File: src/hdl/grid_trimesh_normal_builder_defines.svh
`ifndef GRID_TRIMESH_NORMAL_BUILDER_DEFINES_SVH
`define GRID_TRIMESH_NORMAL_BUILDER_DEFINES_SVH

// same-cycle implication
`define GTN_ASSERT_IMPL(lbl, ante, cons) \
  lbl: assert property (@(posedge clk_i) disable iff (!rst_ni) (ante) |-> (cons)) \
    else $error("grid_trimesh_normal_builder: check failed");

// next-cycle implication
`define GTN_ASSERT_NEXT(lbl, ante, cons) \
  lbl: assert property (@(posedge clk_i) disable iff (!rst_ni) (ante) |=> (cons)) \
    else $error("grid_trimesh_normal_builder: check failed");

`endif

File: src/hdl/gtn_ram.sv
`timescale 1ns / 1ps
module gtn_ram #(
  parameter int WIDTH = 8,
  parameter int DEPTH = 16
) (
  input  logic                     clk_i,
  input  logic                     we_i,
  input  logic [$clog2(DEPTH)-1:0] waddr_i,
  input  logic [WIDTH-1:0]         wdata_i,
  input  logic [$clog2(DEPTH)-1:0] raddr_i,
  output logic [WIDTH-1:0]         rdata_o
);

  logic [WIDTH-1:0] mem_q [DEPTH];
  logic [WIDTH-1:0] rdata_q;

  always_ff @(posedge clk_i) begin
    if (we_i) begin
      mem_q[waddr_i] <= wdata_i;
    end
    rdata_q <= mem_q[raddr_i];
  end

  assign rdata_o = rdata_q;

endmodule

File: config.mk
export PLATFORM = sky130hd
export DESIGN_NAME = gtn_ram
export DESIGN_NICKNAME = d
export VERILOG_FILES = /design/src/hdl/grid_trimesh_normal_builder_defines.svh /design/src/hdl/gtn_ram.sv
export SDC_FILE = /design/constraint.sdc
export NUM_CORES = 1
export LEC_CHECK = 0
export BUFFER_PORTS_ARGS = -buffer_cell sky130_fd_sc_hd__buf_2
export CORE_MARGIN = 4
export CORE_UTILIZATION = 35
export DETAILED_ROUTE_END_ITERATION = 12
export PLACE_DENSITY_LB_ADDON = 0.1
export SYNTH_ARGS = -nofsm -noshare
export SYNTH_HDL_FRONTEND = slang
export SYNTH_SLANG_ARGS = --single-unit
File: constraint.sdc
create_clock -name clk_i -period 2.8 [get_ports clk_i]
set_input_delay 0.42 -clock clk_i [delete_from_list [all_inputs] [get_ports clk_i]]
set_output_delay 0.42 -clock clk_i [all_outputs]
set_load 0.01 [all_outputs]
== Yosys cells after proc, flatten, opt, wreduce, memory -nomap -nowiden ==
Memory sizes are Yosys's and may differ from the RTL's. A register that Yosys moved wholly into a read port is not among the register bits.
Cells that the tools add are included.

* Flip-flop bits (word level): 0
* Memory bits (writable): 128
* Bits of input ports: 18
* Output and inout bits: 8
* Word-level logic and storage cells: 3
* Memories: 1

* Muxes and demuxes: 2

{| class="wikitable"
|+ Memory list
! name !! depth !! bits a word !! rd ports !! clocked after Yosys merged registers in !! write ports !! RTL line !! source
|-
| mem_q || 16 || 8 || 1 || 1 || 1 || gtn_ram.sv:14 || <nowiki>logic [WIDTH-1:0] mem_q [DEPTH];</nowiki>
|}

{| class="wikitable"
|+ Operator list
! cell !! number
|-
| 1-bit two-way mux || 2
|}

== Longest topological paths before layout ==
Gate-level depths: netlist of run 1.

* Word-level depth: 2
* Mapped depth: 5
* Depth with buffers taken out: 3

== Worst setup path after synthesis of run 1 ==
OpenSTA, ideal clock, no wires.

* Kind: input to register
* Start point: input waddr_i[2]
* End point: memory mem_q[0][0] (enable)
* Library setup time: 0.383 ns
* Arrival: 1.530 ns
* Required time: 2.417 ns
* Slack: 0.887 ns
* Stages on the path: 2
* Buffers on the path: 0
* Cells stage by stage: or3b_2 > nor3_1

{| class="wikitable"
|+ RTL lines
! item !! RTL line !! source
|-
| start: declaration || gtn_ram.sv:8 || <nowiki>input logic [$clog2(DEPTH)-1:0] waddr_i,</nowiki>
|-
| end: declaration || gtn_ram.sv:14 ||
|}

Straight into the memory's write port.

==> results.cfg, run 1 <==
[cts]
post_cts_buffers = 0
clk_latency_ns = 0.41
numCtsBuffers = 17
cts_hold_buf = 0
clock_sinks = 136
cts_tree = done
htree_levels = 4
post_cts_resized = 0
cts.path.max_buffers = 2
clockRootBuffer = clkbuf_16
clkTransAtPathRegs_ns = 0.06

[timing]
slew_headroom_pct = 49.2
period_share_pct = 60.9
worst_pin_slew_ns = 0.760
min_period_ns = 1.71
final.setup.tns_ns = 0
worst_clock_skew_ns = 0.00995
max_freq_mhz = 586
drv_slew = 0
hold_ws_ns = 0.391
rsz0062_at_grt = no
hold_viol_final = 0
finalSetupViolCount = 0

[logic_synthesis]
synth-edff-count = 128
muxShareOfSynthArea_pct = 15.0
synth.most_common_cell = edfxtp_1
syn_inst = 229
synthArstFlopShare_pct = 0
synth-xor-area-share_pct = 0
netlist_area_sq_mm = 0.00515
synth-simple-area-share_pct = 3.18
syn_area_per_cell_sq_um = 22.5
netlist.area_leader.share_pct = 74.7
ys_seq_area_share_pct = 77.8
yosys-top-cells-area = edfxtp_1, mux4_2, mux4_1
yosys_warnings = 0
ys_seq_elements = 136
synth_cell_types = 19
synth_common_cells = edfxtp_1, mux4_2, a22oi_1
synth_ff_type = edfxtp_1
synthAdderAreaFrac_pct = 0
syn_nets = 247
synth_compound_area_share_pct = 2.33
synth_area_leader_cell = edfxtp_1
synth_top_family_by_area = multiplexers

[routing]
vias = 2430
drt-initial-drc-count = 206
wl_mm = 10.4
drc = 0
postRouteAntennaNets = 0
avgViaCountPerCell = 5.06
wire_per_inst_um = 21.6
dr.pass1.iters = 4

[power_and_ir_drop]
power_leakage_nw = 2.04
ir_worst_vdd_v = 0.000377
switching_power_uw = 897
switching_share_pct = 20.5
p_per_area_mw_per_mm2 = 720
power_frac_seq_pct = 52.4
p_clk_share_pct = 42.8
combPwrFrac_pct = 4.8
p_int_mw = 3.48

[outcome]
status = completed

[placed_design]
detailed_place_hpwl_mm = 6.90
gp_congestion = 0.699
io_buffer_count = 25

[worst_setup_path]
worst_setup_path_end_kind = register
cp_data_arrival_time_ns = 1.99
critPathRequiredTime_ns = 3.09
cp-start-kind = input port
worst-setup-path-type = in -> reg
cp_max_fo = 14

[floorplanning]
core_sq_mm = 0.0145
die_w_um = 129
dieArea_sq_mm = 0.0167
ioPinCount = 26
rows = 44
die_h_um = 129
initial_utilization_pct = 35.6

[global_route]
gr-total-overflow = 0
grt_max_degree = 17
grt_pass1_vias = 2669
grt_pass1_wl_mm = 16.1
antenna_found_initial = 0
grt_util_all_layers_pct = 13.8

[final_layout]
drive_above_1_share_pct = 30.1
nNetsFinal = 301
diodes = 0
fillers = 1285
syn_to_final_growth_pct = 18.1
post-route-util_pct = 42.0

[hold_path]
hp-class = in -> reg

[flow_run]
maxCapViolCount = 0
worst max-delay path, cell delays in order:
cell and delay, ns:
buf_2 0.40, buf_12 0.24, mux4_1 0.56, a22oi_1 0.28, nand2_1 0.08
layout by cell type, fill, tap and decap left out:
cell,netlist,layout
clkinv_2,0,5
mux4_1,14,14
buf_12,0,1
nand3_1,1,1
nand3b_1,2,2
nor2_1,13,13
dfxtp_1,8,8
nor2b_1,1,1
nor3_1,4,4
and2b_1,1,1
clkinv_1,0,3
clkbuf_1,0,4
clkbuf_16,0,17
or3b_2,1,1
nand2b_1,2,2
clkinvlp_4,0,3
buf_4,1,19
and2_1,1,1
edfxtp_1,128,128
buf_2,3,25
nand2_1,9,9
a22oi_1,16,16
mux4_2,18,18
area by class of cell:
type	count	area [sq um]	share of cell area, %
Timing Repair Buffer	45	288	4.73
Clock inverter	11	58.8	0.967
Multi-Input combinational cell	83	1060	17.4
Sequential cell	136	4000	65.9
Tap cell	184	230	3.79
Clock buffer	21	440	7.25
metal layers:
| metal | GRT usage [%] | part of all wire, % |
|---|---|---|
| met4 | 5.74 | 1.4 |
| met3 | 4.12 | 4.2 |
| met2 | 21.6 | 49 |
| met5 | 0 | 0 |
| met1 | 18.1 | 45 |
worst paths after layout:
check	startpoint	to	slack (ns)	cells after the start
setup / recovery	raddr_i[0]	rdata_o[3]$_DFF_P_	1.09	5
hold / removal	wdata_i[4]	mem_q[13][4]$_DFFE_PP_	0.39	1
setup reg to reg	mem_q[1][0]$_DFFE_PP_	rdata_o[0]$_DFF_P_	1.45	3
hold reg to reg	mem_q[8][4]$_DFFE_PP_	rdata_o[4]$_DFF_P_	0.68	3
logic make-up after synthesis:
logic type             Yosys count
AND/OR/NAND/NOR                 35
flip-flops                     136
multiplexers                    32
buffers and inverters           10
AO/OA/AOI/OAI                   16
power by group through the flow:
stage                     logic [mW]  registers, mW  clock network (mW)
final                          0.212           2.29                1.87
after global routing           0.236           2.29                2.03
after CTS                      0.219           2.29                1.93
after detailed placement       0.219           2.33                   0
after global placement         0.219           2.33                   0
after floorplan                0.116           2.33                   0
metrics by stage:
stage,worst slack (ns),cell area (sq um),cells,power (mW)
floorplan,0.887,5150,229,2.45
global placement,0.650,5580,448,2.55
global route,0.975,6080,480,4.56
detailed placement,0.633,5580,448,2.55
finish,1.09,6080,480,4.37
CTS,1.09,6080,480,4.44
flip-flops by register name (all words and copies together) (netlist names):
name	flops
rdata_o	8
mem_q	128
Power figures use the tool's default switching activity.
==> inputs of run 2 (changes only) <==
Settings changed: ABC_AREA set to 1.
Clock period 2.8 ns to 1.75 ns, I/O delays scaled along.
==> results.cfg, run 2 <==
[timing]
slew_headroom_pct = 57.7
drv_slew = 0
rsz0062_at_grt = no
finalSetupViolCount = 0
worst_clock_skew_ns = 0.00742
min_period_ns = 1.21
period_share_pct = 69.0
max_freq_mhz = 828
setup_ws_ns = 0.543
hold_viol_final = 0
worst_pin_slew_ns = 0.634
final.setup.tns_ns = 0
hold_ws_ns = 0.231

[floorplanning]
ioPinCount = 26
core_sq_mm = 0.0160
die_w_um = 136
dieArea_sq_mm = 0.0186
die_h_um = 136
rows = 46
initial_utilization_pct = 36.0

[final_layout]
drive_above_1_share_pct = 13.3
top_register = mem_q
nNetsFinal = 613
diodes = 0
fillers = 1635
syn_to_final_growth_pct = 18.1
regArea_sq_mm = 0.00400
mostFrequentLayoutCells = nand2_1, edfxtp_1, inv_1
layout_commonest_cell = nand2_1
multi_input_area_sq_mm = 0.00121
largest_reg_flops = 128

[placed_design]
pre_cts_ws_ns = 0.230
gp_congestion = 0.767
io_buffer_count = 25
detailed_place_hpwl_mm = 8.63

[routing]
wire_per_inst_um = 17.0
avgViaCountPerCell = 4.54
vias = 3742
dr.pass1.iters = 5
drt-initial-drc-count = 357
postRouteAntennaNets = 0
wl_mm = 14.0
drc = 0

[logic_synthesis]
synth-edff-count = 128
ys_seq_elements = 136
yosys_warnings = 0
synth_ff_type = edfxtp_1
synth_cell_types = 12
syn_area_per_cell_sq_um = 10.5
yosys-top-cells-area = edfxtp_1, nand2_1, nand3_1
ys_seq_area_share_pct = 69.4
synthArstFlopShare_pct = 0
synth_area_leader_cell = edfxtp_1
netlist.area_leader.share_pct = 66.7
syn_inst = 551
synth.most_common_cell = nand2_1
synth_common_cells = nand2_1, edfxtp_1, inv_1
syn_nets = 569
netlist_area_sq_mm = 0.00577

[power_and_ir_drop]
power_leakage_nw = 2.95
ir_worst_vdd_v = 0.000647
p_per_area_mw_per_mm2 = 1140
total_power_mw = 7.79

[worst_setup_path]
cp-start-kind = register
path_buf_inv = 1
cp_data_arrival_time_ns = 0.94
worst-setup-path-type = reg -> out
critical-path-top-delay-family = flip-flops
cp_max_fo = 1
critPathRequiredTime_ns = 1.49
worstPathCellList = buf_2
max_stage_delay_ns = 0.37
worst_setup_path_end_kind = primary output
crit_slowest_cell = dfxtp_1

[cts]
cts_tree = done
clk_latency_ns = 0.41
htree_levels = 4
post_cts_resized = 0
numCtsBuffers = 17
cts_hold_buf = 0
clkTransAtPathRegs_ns = 0.05
post_cts_buffers = 0
cts.path.max_buffers = 2
clockRootBuffer = clkbuf_16
clock_sinks = 136

[global_route]
antenna_found_initial = 0
grt_max_degree = 65
gr-total-overflow = 0
grt_pass1_wl_mm = 21.9
grt_pass1_vias = 3632
grt_util_all_layers_pct = 16.3

[hold_path]
hp-class = in -> reg

[flow_run]
maxCapViolCount = 0

[outcome]
status = completed
## run 2: cell types whose count changed after synthesis, sizes merged, moves of 3 or more
| cell | before | now |
|---|---|---|
| a22oi | 16 | 0 |
| buf | 7 | 24 |
| clkdlybuf4s25 | 3 | 0 |
| inv | 0 | 102 |
| mux4 | 32 | 0 |
| nand2 | 9 | 173 |
| nand3 | 1 | 97 |
| nor2 | 13 | 17 |
| nor3 | 4 | 0 |
## run 2: area by class of cell
class	count	share of cell area (%)
tap	216	3.97
timing repair buffer	49	4.85
clock buffer	23	7.16
multi-input combinational	289	17.8
clock inverter	9	1.80
sequential	136	58.8
inverter	102	5.62
## run 2: metal layers
| metal | wire, um | up-vias | global-route usage [%] |
|---|---|---|---|
| met1 | 6660 | 1773 | 23.9 |
| met4 | 136 | 0 | 5.21 |
| li1 | - | 1861 | - |
| met5 | 0 | - | 0 |
| met3 | 757 | 12 | 3.44 |
| met2 | 6430 | 96 | 24.2 |
## run 2: worst paths after layout
kind                          start                  to  slack, ns  cells past startpoint
max reg2reg   mem_q[3][2]$_DFFE_PP_  rdata_o[2]$_DFF_P_       0.70                      6
min reg2reg  mem_q[10][5]$_DFFE_PP_  rdata_o[5]$_DFF_P_       0.67                      6
max              rdata_o[5]$_DFF_P_          rdata_o[5]       0.54                      1
min                      raddr_i[3]  rdata_o[5]$_DFF_P_       0.23                      3
## run 2: stage by stage
step / utilization [%] / cells / area, sq um
finish: 42.6 / 824 / 6810
global route: 42.6 / 824 / 6810
CTS: 42.6 / 824 / 6810
detailed placement: 38.8 / 792 / 6200
global placement: 38.8 / 792 / 6200
floorplan: - / 551 / 5770
## run 2: power breakdown
group | switching, mW | leakage [nW] | internal, mW | total [mW]
registers | 0.0257 | 1.22 | 3.64 | 3.67
logic | 0.327 | 1.43 | 0.137 | 0.464
clock network | 1.28 | 0.303 | 2.38 | 3.66
total | 1.63 | 2.95 | 6.16 | 7.79
## run 2: kinds of logic after synthesis
| group | Yosys count | synth area share [%] |
|---|---|---|
| buffers and inverters | 126 | 9.52 |
| flip-flops | 136 | 69.4 |
| AND/OR/NAND/NOR | 289 | 21.0 |
## run 2: worst reg2reg max path: stages, from the launching register on
cell	delay, ns
edfxtp_1	0.36
inv_1	0.06
nand2_1	0.04
nand3_1	0.11
nand3_1	0.14
nand3_1	0.17
nand2_1	0.07
