**src/hdl/grid_trimesh_normal_builder_defines.svh**
```systemverilog
`ifndef GRID_TRIMESH_NORMAL_BUILDER_DEFINES_SVH
`define GRID_TRIMESH_NORMAL_BUILDER_DEFINES_SVH

// same-cycle implication
`define GTN_ASSERT_IMPL(lbl, ante, cons) \
  lbl: assert property (@(posedge clk_i) disable iff (!rst_ni) (ante) |-> (cons)) \
    else $error("grid_trimesh_normal_builder: check failed");

// next-cycle implication
`define GTN_ASSERT_NEXT(lbl, ante, cons) \
  lbl: assert property (@(posedge clk_i) disable iff (!rst_ni) (ante) |=> (cons)) \
    else $error("grid_trimesh_normal_builder: check failed");

`endif

```
**src/hdl/gtn_pkg.sv**
```systemverilog
`timescale 1ns / 1ps
package gtn_pkg;

  localparam int GRID_DIM = 16;
  localparam int GRID_W   = $clog2(GRID_DIM);
  localparam int POS_W    = 32;
  localparam int TEMP_W   = 16;
  localparam int NORM_W   = 16;
  localparam int IDX_W    = 32;
  localparam int VEC_W    = 35;
  localparam int MAG_W    = 34;
  localparam int NRM_HI   = 30;
  localparam int PROD_W   = 2 * NRM_HI;
  localparam int SUM_W    = 62;
  localparam int ROOT_W   = 64;
  localparam int LEN_W    = 31;
  localparam int FRAC_W   = 14;
  localparam int NUM_W    = LEN_W + FRAC_W;
  localparam int QUO_W    = FRAC_W + 1;
  localparam int QCNT_W   = $clog2(QUO_W);
  localparam int EMIT_CNT = 6;
  localparam int EMIT_W   = $clog2(EMIT_CNT);
  localparam int CRS_STEPS = 6;
  localparam int CRS_W    = $clog2(CRS_STEPS);

  typedef struct packed {
    logic signed [POS_W-1:0]  x;
    logic signed [POS_W-1:0]  y;
    logic signed [POS_W-1:0]  z;
    logic signed [TEMP_W-1:0] t;
  } point_t;

  typedef logic signed [VEC_W-1:0]  vcomp_t;
  typedef logic signed [NORM_W-1:0] ncomp_t;

  typedef enum logic [3:0] {
    UV_IDLE, UV_MAX, UV_NORM, UV_SQ, UV_ACC, UV_SQRT, UV_DSET, UV_DIV, UV_DONE
  } uv_state_e;

  typedef enum logic [3:0] {
    T_IDLE, T_READ, T_E1, T_E1W, T_E2, T_E2W, T_CRM, T_CRA, T_NS, T_NW, T_EMIT, T_UPD
  } top_state_e;

endpackage

```
**src/hdl/gtn_unitvec.sv**
```systemverilog
`timescale 1ns / 1ps
module gtn_unitvec (
  input  logic            clk_i,
  input  logic            rst_ni,
  input  logic            start_i,
  input  gtn_pkg::vcomp_t vec_i [3],
  output logic            done_o,
  output gtn_pkg::ncomp_t unit_o [3]
);
  import gtn_pkg::*;

  uv_state_e state_q, state_d;
  logic [2:0] neg_q, neg_d;
  logic [MAG_W-1:0] m_q [3];
  logic [MAG_W-1:0] m_d [3];
  logic [MAG_W-1:0] mx_q, mx_d, mmax01, mmax;
  logic [1:0] k_q, k_d;
  logic [PROD_W-1:0] prod_q, prod_d;
  logic [SUM_W-1:0] sum_q, sum_d;
  logic [ROOT_W-1:0] rn_q, rn_d, res_q, res_d, bit_q, bit_d, trial;
  logic [LEN_W-1:0] len_q, len_d;
  logic [NUM_W-1:0] rem_q, rem_d, dvs_q, dvs_d;
  logic [QUO_W-1:0] quo_q, quo_d, quo_n;
  logic [QCNT_W-1:0] cnt_q, cnt_d;
  ncomp_t out_q [3];
  ncomp_t out_d [3];
  vcomp_t absv [3];

  always_comb begin
    for (int i = 0; i < 3; i++) begin
      absv[i] = vec_i[i][VEC_W-1] ? -vec_i[i] : vec_i[i];
    end
    mmax01 = (m_q[0] > m_q[1]) ? m_q[0] : m_q[1];
    mmax   = (mmax01 > m_q[2]) ? mmax01 : m_q[2];
    trial  = res_q + bit_q;
    quo_n  = {quo_q[QUO_W-2:0], (rem_q >= dvs_q)};
  end

  always_comb begin
    state_d = state_q;
    case (state_q)
      UV_IDLE: if (start_i) state_d = UV_MAX;
      UV_MAX:  state_d = (mmax == '0) ? UV_DONE : UV_NORM;
      UV_NORM: if (mx_q[MAG_W-1:NRM_HI-1] == 1) state_d = UV_SQ;
      UV_SQ:   state_d = UV_ACC;
      UV_ACC:  state_d = (k_q == 2'd2) ? UV_SQRT : UV_SQ;
      UV_SQRT: if (bit_q[0]) state_d = UV_DSET;
      UV_DSET: state_d = UV_DIV;
      UV_DIV: begin
        if (cnt_q == QCNT_W'(QUO_W - 1)) begin
          state_d = (k_q == 2'd2) ? UV_DONE : UV_DSET;
        end
      end
      UV_DONE: state_d = UV_IDLE;
      default: state_d = UV_IDLE;
    endcase
  end

  always_comb begin
    neg_d = neg_q;
    m_d = m_q;
    mx_d = mx_q;
    k_d = k_q;
    prod_d = prod_q;
    sum_d = sum_q;
    rn_d = rn_q;
    res_d = res_q;
    bit_d = bit_q;
    len_d = len_q;
    rem_d = rem_q;
    dvs_d = dvs_q;
    quo_d = quo_q;
    cnt_d = cnt_q;
    out_d = out_q;
    case (state_q)
      UV_IDLE: begin
        for (int i = 0; i < 3; i++) begin
          neg_d[i] = vec_i[i][VEC_W-1];
          m_d[i] = absv[i][MAG_W-1:0];
        end
      end
      UV_MAX: begin
        mx_d = mmax;
        if (mmax == '0) begin
          for (int i = 0; i < 3; i++) out_d[i] = '0;
        end
      end
      UV_NORM: begin
        if (mx_q[MAG_W-1:NRM_HI] != '0) begin
          mx_d = mx_q >> 1;
          for (int i = 0; i < 3; i++) m_d[i] = m_q[i] >> 1;
        end else if (!mx_q[NRM_HI-1]) begin
          mx_d = mx_q << 1;
          for (int i = 0; i < 3; i++) m_d[i] = m_q[i] << 1;
        end else begin
          k_d = '0;
          sum_d = '0;
        end
      end
      UV_SQ: begin
        prod_d = m_q[k_q][NRM_HI-1:0] * m_q[k_q][NRM_HI-1:0];
      end
      UV_ACC: begin
        sum_d = sum_q + SUM_W'(prod_q);
        if (k_q == 2'd2) begin
          rn_d = ROOT_W'(sum_d);
          res_d = '0;
          bit_d = ROOT_W'(1) << (ROOT_W - 2);
        end else begin
          k_d = k_q + 2'd1;
        end
      end
      UV_SQRT: begin
        if (rn_q >= trial) begin
          rn_d = rn_q - trial;
          res_d = (res_q >> 1) + bit_q;
        end else begin
          res_d = res_q >> 1;
        end
        bit_d = bit_q >> 2;
        if (bit_q[0]) begin
          len_d = res_d[LEN_W-1:0];
          k_d = '0;
        end
      end
      UV_DSET: begin
        rem_d = NUM_W'({m_q[k_q][NRM_HI-1:0], FRAC_W'(0)}) + NUM_W'(len_q >> 1);
        dvs_d = {len_q, FRAC_W'(0)};
        quo_d = '0;
        cnt_d = '0;
      end
      UV_DIV: begin
        if (quo_n[0]) rem_d = rem_q - dvs_q;
        quo_d = quo_n;
        dvs_d = dvs_q >> 1;
        cnt_d = cnt_q + QCNT_W'(1);
        if (cnt_q == QCNT_W'(QUO_W - 1)) begin
          out_d[k_q] = neg_q[k_q] ? -ncomp_t'({1'b0, quo_n}) : ncomp_t'({1'b0, quo_n});
          k_d = k_q + 2'd1;
        end
      end
      default: begin
      end
    endcase
  end

  always_ff @(posedge clk_i or negedge rst_ni) begin
    if (!rst_ni) begin
      state_q <= UV_IDLE;
    end else begin
      state_q <= state_d;
    end
  end

  always_ff @(posedge clk_i) begin
    neg_q <= neg_d;
    m_q <= m_d;
    mx_q <= mx_d;
    k_q <= k_d;
    prod_q <= prod_d;
    sum_q <= sum_d;
    rn_q <= rn_d;
    res_q <= res_d;
    bit_q <= bit_d;
    len_q <= len_d;
    rem_q <= rem_d;
    dvs_q <= dvs_d;
    quo_q <= quo_d;
    cnt_q <= cnt_d;
    out_q <= out_d;
  end

  assign done_o = (state_q == UV_DONE);
  assign unit_o = out_q;

endmodule

```
**config.mk**
```make
export PLATFORM = sky130hd
export DESIGN_NAME = gtn_unitvec
export DESIGN_NICKNAME = d
export VERILOG_FILES = /design/src/hdl/grid_trimesh_normal_builder_defines.svh /design/src/hdl/gtn_pkg.sv /design/src/hdl/gtn_unitvec.sv
export SDC_FILE = /design/constraint.sdc
export NUM_CORES = 2
export LEC_CHECK = 0
export BUFFER_PORTS_ARGS = -buffer_cell sky130_fd_sc_hd__buf_4
export CAP_MARGIN = 10
export CORE_MARGIN = 2
export CORE_UTILIZATION = 59
export DETAILED_ROUTE_END_ITERATION = 16
export GPL_ROUTABILITY_DRIVEN = 1
export PLACE_DENSITY = 0.84
export SETUP_SLACK_MARGIN = 0.1
export SKIP_CTS_REPAIR_TIMING = 1
export SLEW_MARGIN = 5
export SYNTH_ARGS = -nofsm -noshare
export SYNTH_HDL_FRONTEND = slang
export SYNTH_SLANG_ARGS = --single-unit
export TNS_END_PERCENT = 50
```
**constraint.sdc**
```tcl
create_clock -name clk_i -period 9.6 [get_ports clk_i]
set_input_delay 1.44 -clock clk_i [delete_from_list [all_inputs] [get_ports clk_i]]
set_output_delay 1.44 -clock clk_i [all_outputs]
set_load 0.02 [all_outputs]
```
Word level (Yosys, flattened, before mapping) --
Cells that the tools add are included.
Storage, ports and cells: bits in registers 646, output and inout port bits 49
Cells by class: equality and inequality tests 23, order comparisons 7, bitwise gates (word level) 1, multiply operators 1, mux-type cells 53, reductions and logical operators 21, add/subtract/negate cells 12
Operators with widths (count):
- case mux 64 bit (2 select lines) | 3
- two-way mux 64 bit | 5
- two-way mux 34 bit | 7
- two-way mux 102 bit | 2
- case mux 102 bit (2 select lines) | 1
- case mux 45 bit (2 select lines) | 2
- two-way mux 62 bit | 2
- case mux 62 bit (2 select lines) | 1
- negator 34 bit | 3
- two-way mux 48 bit | 2
- case mux 48 bit (2 select lines) | 1
- binary-select mux 34 bit (select 2 bit) | 1
- > comparator 34 bit | 2
- case mux 34 bit (2 select lines) | 1
- adder 63 x 64 -> 64 bit | 1
- adder 64 bit | 1
- >= comparator 64 bit | 1
- subtractor 64 bit | 1
- adder 62 x 60 -> 62 bit | 1
- multiplier 30 x 30 -> 60 bit | 1
- two-way mux 30 bit | 2
- bitwise mux 48 bit | 1
- adder 44 x 30 -> 45 bit | 1
- >= comparator 45 bit | 1
- other kinds (37) | 74

Depth between registers and ports, before layout --
depth after elaboration 8, mapped depth 37, depth with buffers taken out 32

Least setup slack after synthesis --
Ideal clock, no wire load.
kind register to register, from register k_q[0], to register prod_q[53], data pin, clock period less this slack 9.337 ns, data arrival time 9.074 ns, path buffers 4, path slack 0.263 ns, cell stages (with the launch flop) 35, library setup time 0.263 ns, data required time 9.337 ns, cells stage by stage edfxtp_1 -> clkbuf_1 -> clkbuf_1 -> buf_2 -> mux2i_1 -> nor2_1 -> a21oi_1 -> inv_1 -> buf_1 -> nand2_1 -> inv_1 -> fa_1 -> inv_1 -> fa_1 -> fa_1 -> fa_1 -> fa_1 -> inv_1 -> fa_1 -> fa_1 -> inv_1 -> fa_1 -> inv_1 -> ha_1 -> a21oi_1 -> o21ai_0 -> a21oi_1 -> o21ai_0 -> a2111oi_1 -> o31ai_1 -> a211o_1 -> a31oi_1 -> nor2b_1 -> a21boi_1 -> xnor2_1
Between the ends: word-level cells in the longest chain between the ends 5
Ends and longest elaborated chain:
- from (decl) | RTL line gtn_unitvec.sv:17 | logic [1:0] k_q, k_d;
- from (signal assigned) | RTL line gtn_unitvec.sv:159 | k_q <= k_d;
- inverter 2 -> 3 bit (implied by the code) | RTL line gtn_unitvec.sv:101 | prod_d = m_q[k_q][NRM_HI-1:0] * m_q[k_q][NRM_HI-1:0];
- binary-select mux 34 bit (select 2 bit) | RTL line gtn_unitvec.sv:101
- two-way mux 30 bit (implied by the code) (2 in a row) | RTL line gtn_unitvec.sv:101
- multiplier 30 x 30 -> 60 bit | RTL line gtn_unitvec.sv:101
- to (signal assigned) | RTL line gtn_unitvec.sv:160 | prod_q <= prod_d;
- to (decl) | RTL line gtn_unitvec.sv:18 | logic [PROD_W-1:0] prod_q, prod_d;
Every way passes these cells. The select of a mux whose other input is x is not followed. A chain may end at the register's enable or synchronous reset.

Worst setup path in the final report --
from register k_q[0], to register prod_q[57], data pin
Same word-level chain as after synthesis.

==> summary.txt <==
Routing
  • Routed Antenna Nets: 0
  • Remaining routing DRC violations: 0
  • Vias: roughly 58k
  • DR pass1 iterations: 8
  • DR iter-0 viols: 6108
  • Wire per inst: ~23 um
  • Routed wire length: roughly 210000 um
  • Avg Vias per Cell: just over 6

Synthesis
  • Synth cell types: 83
  • Post-synthesis sequential area ratio: between 20% and 30%
  • Synth Area in Simple Gates: around 14%
  • Multiplexer area fraction after synthesis: approximately 1.3%
  • Number of synthesized flops with an enable pin: around 610
  • Cells after synthesis: a little under 8k
  • Warnings from Yosys: 0
  • Post-Synth Adder-Cell Area: between 30% and 40%
  • Top FF cell, synth: edfxtp_1
  • Synthesized area: ~0.07 sq mm
  • Area leader, netlist: edfxtp_1
  • Synth Area in Compound Gates: roughly 14%
  • Main combinational cell family by area after synthesis: adder cells
  • Async set or reset register ratio after synthesis: less than 1%
  • Post-Syn Nets: ~9k
  • Xor/xnor share of the synthesized area: 5.95%
  • Synthesized area per cell: around 9 sq um
  • Synth top area share: between 20% and 30%
  • #FFs+latches synth: approximately 600
  • Synth top area cells: edfxtp_1 (26%), fa_1 (20%), ha_1 (10%)

Clock network
  • CTS H-tree depth: 3
  • Num CTS Buffers: 74
  • Root Driver: clkbuf_16
  • Clk sinks: around 600
  • CTS tree: yes
  • Clock Tree Buf Depth: 3
  • Clk slew on worst S/H paths: 0.06 ns
  • Clk_lat worst skew: approximately 0.68 ns

Critical path
  • CP Buf/Inv Count: 10
  • CP dominant cell by count: fa_1
  • Critical Path Max Stage Delay: between 0.5 and 0.6 ns
  • CP Launch Type: flip-flop
  • Crit Path Class: reg -> reg
  • CP max FO: 27
  • Critical path's slowest cell: fa_1
  • Critical Path RT: 9.99 ns
  • CP endpoint kind: flip-flop
  • Crit-path leading delay family: adder cells
  • Data arrival, critical path: 9.60 ns

Timing
  • Min Clock Period, post-route: slightly above 9 ns
  • Clock Skews: between 0.04 and 0.05 ns
  • Final setup fails: 0
  • Crit share post-route: between 90% and 100%
  • Slew Viols, Final: 0
  • Slew @ Worst Pin: 1.12 ns
  • Hold Violations, Final: 0
  • RSZ-0062 raised after global routing: no
  • Final TNS setup: 0 ns
  • Max Freq: 0.109 GHz
  • Slew margin rel.: around 25%
  • Min Hold Slack: 0.549 ns

GRT
  • GR Overflow Total: 0
  • GR Layer Usage met1: between 40% and 50%
  • Met3 usage: under 10%
  • Vias in the first global route: just under 60k
  • Antenna violations before repair: 8
  • Met2 usage: 56.5%
  • Pin count of the biggest net entering global routing: 119
  • First-pass GRT wire length: approximately 330000 um
  • Global route hottest layer: met2
  • Total GRT Usage: around a third

Layout
  • Number of fill cells: around 9.6k
  • Layout cells sized above 1: between 7 and 8%
  • Layout area overhead: 8.29%
  • Fin nets: between 9k and 10k
  • Storage cell area: 0.0184 sq mm
  • Multi-input logic area: approximately 0.046 sq mm

Die
  • DIE AREA: 0.121 sq mm
  • Die X-Extent: around 350 um
  • Core Region: about 0.12 sq mm
  • Row cnt: around 130
  • Initial cell density of the core: roughly three fifths
  • Io pins: about 160
  • DIE HEIGHT: about 350 um

Power
  • Power Density: approximately 79 mW/mm^2
  • Maximum VDD drop: ~0.12 mV
  • NetSw: roughly 1.3 mW
  • Comb pwr share: under 10%
  • Internal Power: between 4 and 5 mW
  • Sw frac: between 20 and 25%
  • Leakage power: around 35 nW
  • Seq pwr share: around 49%
  • Clock network fraction of design power: between 40% and 50%

Place
  • Buffers on Ports: 156
  • GPL Wtd Cong: 1.04
  • DP Wirelength: between 150000 and 200000 um

Job
  • Max Cap Viol: 0

Min path
  • Hold WC Path Type: in -> async

Status
  • Outcome: complete, no violations
==> per-stage QoR <==
| step | area (sq um) | util [%] | instances | worst slack (ns) | power (mW) |
|---|---|---|---|---|---|
| 6_report | 75700 | 64.3 | 9373 | 0.390 | 5.97 |
| 5_1_grt | 75700 | 64.2 | 9372 | 0.121 | 6.09 |
| 4_1_cts | 75400 | 64.1 | 9352 | 0.161 | 5.99 |
| 3_5_place_dp | 73000 | 62.0 | 9217 | 0.228 | 3.14 |
| 3_3_place_gp | 73000 | 62.0 | 9217 | 0.359 | 3.13 |
| 2_1_floorplan | 69900 | - | 7695 | 0.263 | 3.06 |
==> power groups by stage <==
stage | registers [mW] | logic (mW) | clock network, mW
3_3_place_gp | 2.97 | 0.165 | 0
6_report | 2.91 | 0.172 | 2.89
5_1_grt | 2.91 | 0.190 | 2.99
4_1_cts | 2.91 | 0.171 | 2.90
2_1_floorplan | 2.97 | 0.0943 | 0
3_5_place_dp | 2.97 | 0.171 | 0
==> cells in the mapped netlist, types with 40 or more instances <==
cell      instances
xnor2_1         282
nor3_1           60
o21bai_1         66
o21a_1           40
nor2b_1          49
nand3_1          91
o31ai_1          57
nand2_1         884
inv_1          1091
nor4_1           42
nor2_1          730
and3_1           66
o211ai_1         41
ha_1            573
fa_1            700
mux2i_1          50
edfxtp_1        609
nand4_1          83
a21o_1          152
clkbuf_1        271
a31oi_1         175
a211oi_1         82
and2_1           77
xor2_1          193
o21ai_0         345
nand2b_1         42
a21oi_1         411
==> per-layer routing <==
layer	part of all wire, %	vias up	routed length [um]
met3	9.7	702	20700
met4	6.0	6	12800
met2	46	3015	98100
met5	0.021	-	45
li1	-	26185	-
met1	38	28072	81200
==> worst register-to-register path: cells and delay by family (launching register included) <==
| family | cells | cell delay, ns |
|---|---|---|
| buffers and inverters | 10 | 1.61 |
| XOR/XNOR | 1 | 0.13 |
| adder cells (fa/ha/maj) | 9 | 4.36 |
| AO/OA/AOI/OAI | 5 | 1.09 |
| flip-flops | 1 | 0.53 |
| AND/OR/NAND/NOR | 7 | 1.20 |
==> final timing paths <==
path                          start  cells after the start         end  slack [ns]
max                          k_q[0]                     32  prod_q[57]        0.39
min                          rst_ni                      1  state_q[0]        0.55
max reg2reg                  k_q[0]                     32  prod_q[57]        0.39
min reg2reg                dvs_q[6]                      2    dvs_q[5]        0.57
max in group asynchronous    rst_ni                      1  state_q[1]        8.95
min in group clk_i         dvs_q[6]                      2    dvs_q[5]        0.57
==> state kept, by name, indices dropped and copies added (netlist names), 14 cells and up <==
signal,count
rem_q,45
bit_q,32
unit_o,48
len_q,31
quo_q,14
mx_q,34
prod_q,59
rn_q,64
sum_q,62
dvs_q,45
res_q,64
m_q,102
==> layout by cell type, fill, tap and decap left out, types with 22 or more instances in the layout <==
cell       Yosys  final
a211oi_1      82     82
a21o_1       152    151
a21oi_1      411    401
a31oi_1      175    175
and2_1        77     76
and3_1        66     64
buf_4          0    309
clkbuf_16      0     75
clkinv_1      12     25
edfxtp_1     609    609
fa_1         700    700
ha_1         573    572
inv_1       1091   1090
mux2_2        38     38
mux2i_1       50     49
nand2_1      884    878
nand2b_1      42     42
nand3_1       91     91
nand4_1       83     83
nor2_1       730    726
nor2b_1       49     47
nor3_1        60     59
nor3b_1       33     33
nor4_1        42     41
o211ai_1      41     41
o21a_1        40     40
o21ai_0      345    345
o21ai_1       36     36
o21bai_1      66     64
o31ai_1       57     57
o41ai_1       22     22
or3_1         38     38
xnor2_1      282    282
xor2_1       193    193
==> logic make-up after synthesis <==
group,count (synthesis)
XOR/XNOR,475
AND/OR/NAND/NOR,2257
adder cells (fa/ha/maj),1273
buffers and inverters,1416
AO/OA/AOI/OAI,1573
multiplexers,88
flip-flops,613
==> layout make-up <==
| class | instances | area share [%] |
|---|---|---|
| tap | 1536 | 2.54 |
| clock inverter | 51 | 0.731 |
| sequential | 613 | 24.3 |
| inverter | 1103 | 5.49 |
| antenna | 4 | 0.0132 |
| clock buffer | 84 | 2.53 |
| multi-input combinational | 5666 | 61.2 |
| timing repair buffer | 316 | 3.19 |
Note: power is estimated with default switching activity, not from simulation.
